--- config.mk ---
export PLATFORM = sky130hd
export DESIGN_NAME = sfc_back
export DESIGN_NICKNAME = d
export VERILOG_FILES = /design/src/hdl/sfc_pkg.sv /design/src/hdl/sfc_back.sv
export SDC_FILE = /design/constraint.sdc
export NUM_CORES = 1
export LEC_CHECK = 0
export BUFFER_PORTS_ARGS = -buffer_cell sky130_fd_sc_hd__clkbuf_2
export CORE_UTILIZATION = 35
export CTS_BUF_LIST = sky130_fd_sc_hd__clkbuf_8
export DETAILED_ROUTE_END_ITERATION = 10
export SLEW_MARGIN = 10
export SYNTH_ARGS = -nofsm -noshare
export SYNTH_HDL_FRONTEND = slang
export SYNTH_SLANG_ARGS = --single-unit
--- constraint.sdc ---
create_clock -name i_clk -period 5.4 [get_ports i_clk]
set_clock_uncertainty 0.1 [all_clocks]
set_input_delay 0.27 -clock i_clk [delete_from_list [all_inputs] [get_ports i_clk]]
set_output_delay 0.27 -clock i_clk [all_outputs]
set_load 0.01 [all_outputs]
--- src/hdl/sfc_pkg.sv ---
// sensor frame checker package: status codes, register indexes, frame constants
// and the check request / result types shared by the front, queue and back
// no dependencies
package sfc_pkg;

    localparam int unsigned FRAME_LEN  = 11;
    localparam int unsigned POS_W      = 4;
    localparam int unsigned CFG_IDX_W  = 2;
    localparam int unsigned CFG_DATA_W = 16;

    localparam logic [7:0] HDR_SYNC = 8'h55;
    localparam logic [7:0] HDR_TYPE = 8'h03;
    localparam logic [7:0] HDR_LEN  = 8'd11;

    localparam logic [POS_W-1:0] POS_RESERVED = 4'd9;
    localparam logic [POS_W-1:0] POS_CSUM     = 4'd10;
    localparam logic [POS_W-1:0] POS_FULL     = 4'd11;

    localparam logic [CFG_IDX_W-1:0] CFG_ALARM_MASK = 2'd0;
    localparam logic [CFG_IDX_W-1:0] CFG_VOL_THR    = 2'd1;
    localparam logic [CFG_IDX_W-1:0] CFG_LVL_THR    = 2'd2;

    typedef enum logic [1:0] {
        ST_GOOD     = 2'd0,
        ST_HDR_ERR  = 2'd1,
        ST_INVALID  = 2'd2,
        ST_CSUM_ERR = 2'd3
    } t_status;

    typedef struct packed {
        t_status     status;
        logic [15:0] level;
        logic [15:0] volume;
        logic [7:0]  flag;
        logic [7:0]  mode;
    } t_check_req;

    typedef struct packed {
        t_status     status;
        logic [15:0] level_value;
        logic [15:0] volume_value;
        logic [7:0]  flag_byte;
        logic [7:0]  mode_byte;
        logic        warning;
        logic [7:0]  packet_count;
        logic [15:0] header_errors;
        logic [15:0] invalid_errors;
        logic [15:0] checksum_errors;
    } t_result;

endpackage

--- src/hdl/sfc_back.sv ---
// back end: configuration registers, reading and counter updates, result register
// depends on sfc_pkg
module sfc_back
    import sfc_pkg::*;
(
    input  logic                  i_clk,
    input  logic                  i_rst_n,
    input  logic                  i_cfg_we,
    input  logic [CFG_IDX_W-1:0]  i_cfg_idx,
    input  logic [CFG_DATA_W-1:0] i_cfg_data,
    input  logic                  i_q_valid,
    input  t_check_req            i_req,
    output logic                  o_pop,
    output logic                  o_valid,
    input  logic                  i_ready,
    output t_result               o_result
);

    logic [2:0]  r_alarm_mask;
    logic [15:0] r_vol_thr;
    logic [15:0] r_lvl_thr;

    logic        r_out_valid;
    t_status     r_status;
    logic [15:0] r_level;
    logic [15:0] r_volume;
    logic [7:0]  r_flag;
    logic [7:0]  r_mode;
    logic        r_warning;
    logic [7:0]  r_pkt_cnt;
    logic [15:0] r_hdr_cnt;
    logic [15:0] r_inv_cnt;
    logic [15:0] r_csum_cnt;
    logic        n_warning;

    assign o_pop = i_q_valid && (!r_out_valid || i_ready);

    always_comb begin
        n_warning = (r_alarm_mask[0] && i_req.flag != 8'd0)
                 || (r_alarm_mask[1] && i_req.volume < r_vol_thr)
                 || (r_alarm_mask[2] && i_req.level < r_lvl_thr);
    end

    always_ff @(posedge i_clk) begin
        if (!i_rst_n) begin
            r_alarm_mask <= '0;
            r_vol_thr    <= '0;
            r_lvl_thr    <= '0;
        end else if (i_cfg_we) begin
            unique case (i_cfg_idx)
                CFG_ALARM_MASK: r_alarm_mask <= i_cfg_data[2:0];
                CFG_VOL_THR:    r_vol_thr    <= i_cfg_data;
                CFG_LVL_THR:    r_lvl_thr    <= i_cfg_data;
                default: begin
                end
            endcase
        end
    end

    always_ff @(posedge i_clk) begin
        if (!i_rst_n) begin
            r_out_valid <= 1'b0;
            r_status    <= ST_GOOD;
            r_level     <= '0;
            r_volume    <= '0;
            r_flag      <= '0;
            r_mode      <= '0;
            r_warning   <= 1'b0;
            r_pkt_cnt   <= '0;
            r_hdr_cnt   <= '0;
            r_inv_cnt   <= '0;
            r_csum_cnt  <= '0;
        end else begin
            if (o_pop) begin
                r_out_valid <= 1'b1;
            end else if (i_ready) begin
                r_out_valid <= 1'b0;
            end
            if (o_pop) begin
                r_status <= i_req.status;
                unique case (i_req.status)
                    ST_GOOD: begin
                        r_level   <= i_req.level;
                        r_volume  <= i_req.volume;
                        r_flag    <= i_req.flag;
                        r_mode    <= i_req.mode;
                        r_warning <= n_warning;
                        r_pkt_cnt <= r_pkt_cnt + 1'b1;
                    end
                    ST_HDR_ERR: begin
                        r_warning <= 1'b0;
                        r_hdr_cnt <= r_hdr_cnt + 1'b1;
                    end
                    ST_INVALID: begin
                        r_warning <= 1'b0;
                        r_inv_cnt <= r_inv_cnt + 1'b1;
                    end
                    ST_CSUM_ERR: begin
                        r_warning  <= 1'b0;
                        r_csum_cnt <= r_csum_cnt + 1'b1;
                    end
                endcase
            end
        end
    end

    assign o_valid                  = r_out_valid;
    assign o_result.status          = r_status;
    assign o_result.level_value     = r_level;
    assign o_result.volume_value    = r_volume;
    assign o_result.flag_byte       = r_flag;
    assign o_result.mode_byte       = r_mode;
    assign o_result.warning         = r_warning;
    assign o_result.packet_count    = r_pkt_cnt;
    assign o_result.header_errors   = r_hdr_cnt;
    assign o_result.invalid_errors  = r_inv_cnt;
    assign o_result.checksum_errors = r_csum_cnt;

`ifndef SYNTHESIS
    a_good_counts: assert property (@(posedge i_clk) disable iff (!i_rst_n)
        o_pop && i_req.status == ST_GOOD |=> r_pkt_cnt == 8'($past(r_pkt_cnt) + 8'd1))
        else $error("good frame not counted");
    a_hdr_counts: assert property (@(posedge i_clk) disable iff (!i_rst_n)
        o_pop && i_req.status == ST_HDR_ERR
        |=> r_hdr_cnt == 16'($past(r_hdr_cnt) + 16'd1) && r_pkt_cnt == $past(r_pkt_cnt))
        else $error("header error miscounted");
    a_warn_good_only: assert property (@(posedge i_clk) disable iff (!i_rst_n)
        r_warning |-> r_status == ST_GOOD)
        else $error("warning on a failed frame");
`endif

endmodule

# Yosys cells after proc, flatten, opt, wreduce, memory -nomap -nowiden
# Index checks and enable logic that the tools add are counted.
word_totals:
  input_bits: 73
  wordCells: 48
  out_inout_bits: 109
  ff_bits: 143
op_classes:
  mux: 3
  n_eq_ne: 5
  addsub: 4
  n_reduce_logical: 20
  n_lt_le_gt_ge: 2
ops:
  columns: ["cell", "n"]
  rows:
  - ["16-bit by 1-bit adder with 16-bit output, second input constant", 3]
  - ["16-bit < comparator", 2]
  - ["2-bit AND reduction", 7]
  - ["8-bit by 1-bit adder with 8-bit output, second input constant", 1]
  - ["8-bit nonzero test", 1]
  - ["2-bit == test, second input constant", 3]
  - ["2-bit by 1-bit == test with 1-bit output, second input constant", 2]
  - ["1-bit logical AND", 4]
  - ["2-bit logical NOT", 2]
  - ["1-bit logical OR", 3]
  - ["3-bit OR reduction", 1]
  - ["1-bit two-way mux", 2]
  - ["1-bit case mux with 2 select lines", 1]
  - ["2-bit nonzero test", 1]
  - ["1-bit logical NOT", 1]

# Logic depth before layout (Yosys ltp)
depth:
  word_depth: 5
  depth_mapped: 9
  ltp_nobuf: 7

# Least setup slack after synthesis
# OpenSTA, ideal clock, no wires.
synth_timing:
  kind: "reg2reg"
  startpoint: "register r_lvl_thr[9]"
  endpoint: "register r_warning"
  stages_incl_launch_ff: 8
  arrival_time_ns: 1.570
  period_less_slack_ns: 1.744
  path_slack_ns: 3.656
  n_path_buf: 0
  cell_sequence: "dfxtp_1 > inv_1 > ha_1 > a21o_1 > a21o_1 > a2111oi_0 > o211ai_1 > a31oi_1"
synth_between:
  elab_chain_cells: 4
synth_lines:
  columns: ["element", "line", "source"]
  rows:
  - ["from (decl)", "sfc_back.sv:21", "logic [15:0] r_lvl_thr;"]
  - ["from (signal assigned)", "sfc_back.sv:53", "CFG_LVL_THR: r_lvl_thr <= i_cfg_data;"]
  - ["16-bit < comparator", "sfc_back.sv:41", "|| (r_alarm_mask[2] && i_req.level < r_lvl_thr);"]
  - ["1-bit logical AND", "sfc_back.sv:41", null]
  - ["1-bit logical OR", "sfc_back.sv:41", null]
  - ["1-bit case mux with 2 select lines", "sfc_back.sv:81", "unique case (i_req.status)"]
  - ["to (signal assigned)", "sfc_back.sv:87", "r_warning <= n_warning;"]
  - ["to (decl)", "sfc_back.sv:29", "logic r_warning;"]
# Every way passes these cells.
# A chain may end at the register's enable or synchronous reset.

# Worst setup path in the final report
layout_timing:
  startpoint: "register r_out_valid, in the netlist o_valid"
  endpoint: "register r_pkt_cnt[2]"
layout_between:
  elab_chain_cells: 4
layout_lines:
  columns: ["element", "line", "source"]
  rows:
  - ["from (decl)", "sfc_back.sv:23", "logic r_out_valid;"]
  - ["from (signal assigned)", "sfc_back.sv:62", "r_out_valid <= 1'b0;"]
  - ["from (signal assigned)", "sfc_back.sv:75", "r_out_valid <= 1'b1;"]
  - ["from (signal assigned)", "sfc_back.sv:77", "r_out_valid <= 1'b0;"]
  - ["1-bit logical NOT", "sfc_back.sv:36", "assign o_pop = i_q_valid && (!r_out_valid || i_ready);"]
  - ["1-bit logical OR", "sfc_back.sv:36", null]
  - ["1-bit logical AND", "sfc_back.sv:36", null]
  - ["2-bit AND reduction (no line)", null, null]
  - ["to (signal assigned)", "sfc_back.sv:88", "r_pkt_cnt <= r_pkt_cnt + 1'b1;"]
  - ["to (decl)", "sfc_back.sv:30", "logic [7:0] r_pkt_cnt;"]
# Every way passes these cells.

==> metrics.txt <==
unrepaired setup endpoints after global routing no; final hold vios 0; max_cap viols 0; Tmin final 2.23 ns; die extent in y 140 um; vias per inst 4.81; CTS Buf Count 17; Pins Over Slew Limit 0; vias in the first global route 5,643; Crit. End Element flip-flop; R2R cell count 5; Peak VDD IR 0.000184 V; worst r2r dst r_pkt_cnt[2]; layout cells sized above 1 0.218; clock sinks 143; Slew HR 0.295; drt pass-1 iters 4; Static Leak 0.00373 uW; global-route wire length before repair 27,900 um; setup TNS 0 ns; worst hold path class in2reg; Yosys Warn Count 0; Post-Synthesis Cells 783; worst reg-to-reg setup slack 3.17 ns; CTS tree yes; Post-DP HPWL 11,700 um; die footprint 0.0196 mm^2; kind of critical path reg2reg; WL per Instance 13.6 um; post-route ant nets 0; grt ovf 0; clock transition at the registers of the reported paths 0.09 ns; Final setup violation count 0; Avg Cell Area, Syn 8.53 um^2; syn_nets 890; status finished, final reports clean; P&R area growth vs syn 31.9%; Post-synth top flop dfxtp_1; Max clock buf depth 2; Critical Path Fanout Max 52; Root Buffer clkbuf_8; critical path, cell by cell nand2b_1 > and3_2 > nand2_1 > xnor2_1 > and2_1; Placeable Area 0.0187 mm^2; drt total wl 17,100 um; Max stage delay on crit path 0.96 ns; fin crit share 0.413; Port Buffers 181; largest net degree at the start of global routing 100; Finished Core Util 0.471; crit start category flip-flop; Total Routing Usage GR 0.177; Final nets 1,116; Critical R2R Launch o_valid; CP required 5.64 ns; latest clock arrival within the worst-skew pair 0.44 ns; via count 6,037; WP buf/inv 0; sink of the worst hold path r_status[1]; hold path depth 3; row cnt 50; total inserted antenna cells 0; initial antenna violation count 0; number of H-tree levels 4; Initial Util 0.357; GPL Wtd Cong 0.773; # resized after CTS 0; unique cell type count in the Yosys netlist 48; hold path start i_req[49]; Iteration-0 DRC Markers 245; post-synthesis cell area 0.00668 mm^2; CP top delay family simple AND/OR/NAND/NOR gates; Die X 140 um; fmax 449 MHz; post-synthesis sequential area ratio 0.429; Cell Pwr Density 256 mW/mm^2; EDFF count, synth 0; Top-Level Pins 182; crit path DAT 2.47 ns; DR DRC count 0; post-synthesis async set-or-reset flop share 0; Least-Margin Pin Slew 1.06 ns; #FFs+latches synth 143; CP max-delay cell and3_2
[cell usage after synthesis (7+ instances only)]
master	count	area, um^2
nand2_1	200	751
dfxtp_1	143	2860
a21boi_0	75	563
inv_1	42	158
and2_1	41	257
ha_1	34	425
clkbuf_1	31	116
xor2_1	20	175
xnor2_1	19	166
a21boi_1	17	128
nand4_1	16	100
nor3_1	14	70.1
nand3_1	13	65.1
mux2i_1	9	90.1
nand2b_1	9	56.3
o21ai_0	9	45.0
and3_1	8	50.1
nor2b_1	8	50.1
nor4_1	7	43.8
or3_1	7	43.8
[kinds of logic (layout without fill, tap and decap cells)]
family / after synthesis / in the layout / synth area share
adder cells (fa/ha/maj): 34 / 34 / 0.0637
buffers and inverters: 82 / 321 / 0.0489
XOR/XNOR: 39 / 39 / 0.0512
AND/OR/NAND/NOR: 350 / 350 / 0.257
multiplexers: 9 / 9 / 0.0135
AO/OA/AOI/OAI: 126 / 126 / 0.138
flip-flops: 143 / 143 / 0.429
[final cells by class]
type | instances | area [um^2]
timing repair buffer | 246 | 1560
sequential | 143 | 2860
clock buffer | 18 | 248
multi-input combinational | 558 | 3490
clock inverter | 14 | 191
tap | 234 | 293
fill | 1847 | 9900
inverter | 43 | 161
[report_power, final]
group | leakage [uW] | switching, uW | internal (uW)
clock network | 0.000216 | 432 | 516
logic | 0.00235 | 110 | 107
registers | 0.00116 | 13.9 | 1080
[worst reg2reg max path, stage by stage (launching register included)]
cell and delay, ns:
dfxtp_1 0.32, nand2b_1 0.26, and3_2 0.97, nand2_1 0.17, xnor2_1 0.16, and2_1 0.15
[how the worst max path moves through the flow]
| stage | start | to | slack, ns | cells after the start |
|---|---|---|---|---|
| global route | o_valid | r_pkt_cnt[2] | 2.93 | 5 |
| detailed placement | i_ready | r_pkt_cnt[2] | 3.06 | 6 |
| global placement | i_ready | r_pkt_cnt[2] | 3.09 | 6 |
| CTS | o_valid | r_pkt_cnt[2] | 3.14 | 5 |
| floorplan | r_lvl_thr[9] | r_warning | 3.66 | 7 |
| finish | o_valid | r_pkt_cnt[2] | 3.17 | 5 |
[registers in the layout, indices dropped and copies added (netlist names), 3 cells and up]
| register | cells |
|---|---|
| r_flag | 8 |
| r_level | 16 |
| r_csum_cnt | 16 |
| r_inv_cnt | 16 |
| r_pkt_cnt | 8 |
| r_volume | 16 |
| r_vol_thr | 16 |
| r_hdr_cnt | 16 |
| r_lvl_thr | 16 |
| r_alarm_mask | 3 |
| r_mode | 8 |
[stage by stage]
step	hold slack [ns]	setup WS (ns)	instances	power (uW)	cell area, um^2
final	0.0728	3.17	1256	2260	8800
after global routing	0.0459	2.93	1256	2370	8800
after CTS	0.0210	3.14	1256	2290	8800
after detailed placement	0.349	3.06	1160	1300	7720
after global placement	0.345	3.09	1160	1290	7720
after floorplan	0.305	3.66	783	1220	6680
[cell usage in the layout, fill, tap and decap left out, drive strengths merged, types with 2 or more instances in the layout]
cell         instances
nand2              200
clkbuf             198
dfxtp              143
a21boi              92
dlygate4sd3         64
inv                 45
and2                41
ha                  34
xor2                20
xnor2               19
nand4               18
nor3                15
nand3               13
o21ai               10
nand2b               9
mux2i                9
nor4                 9
nor2b                8
and3                 8
or3                  7
nor2                 5
a21o                 5
clkinv               5
and4                 4
o211ai               4
a21oi                4
bufinv               4
and3b                3
nand3b               3
a221oi               3
clkinvlp             3
and4b                2
o31ai                2
a2111oi              2
buf                  2
[routing by layer]
metal / wire, um / track usage
met3: 717 / 0.0417
met2: 7920 / 0.291
met1: 8200 / 0.228
met5: 0 / 0
met4: 215 / 0.0596
[what timing repair did]
item	4_1_cts	5_1_grt
setup buffers	0	0
hold buffers	64	0
hold endpoints to repair	83	0
No activity file was read; power rests on OpenSTA's default activity.
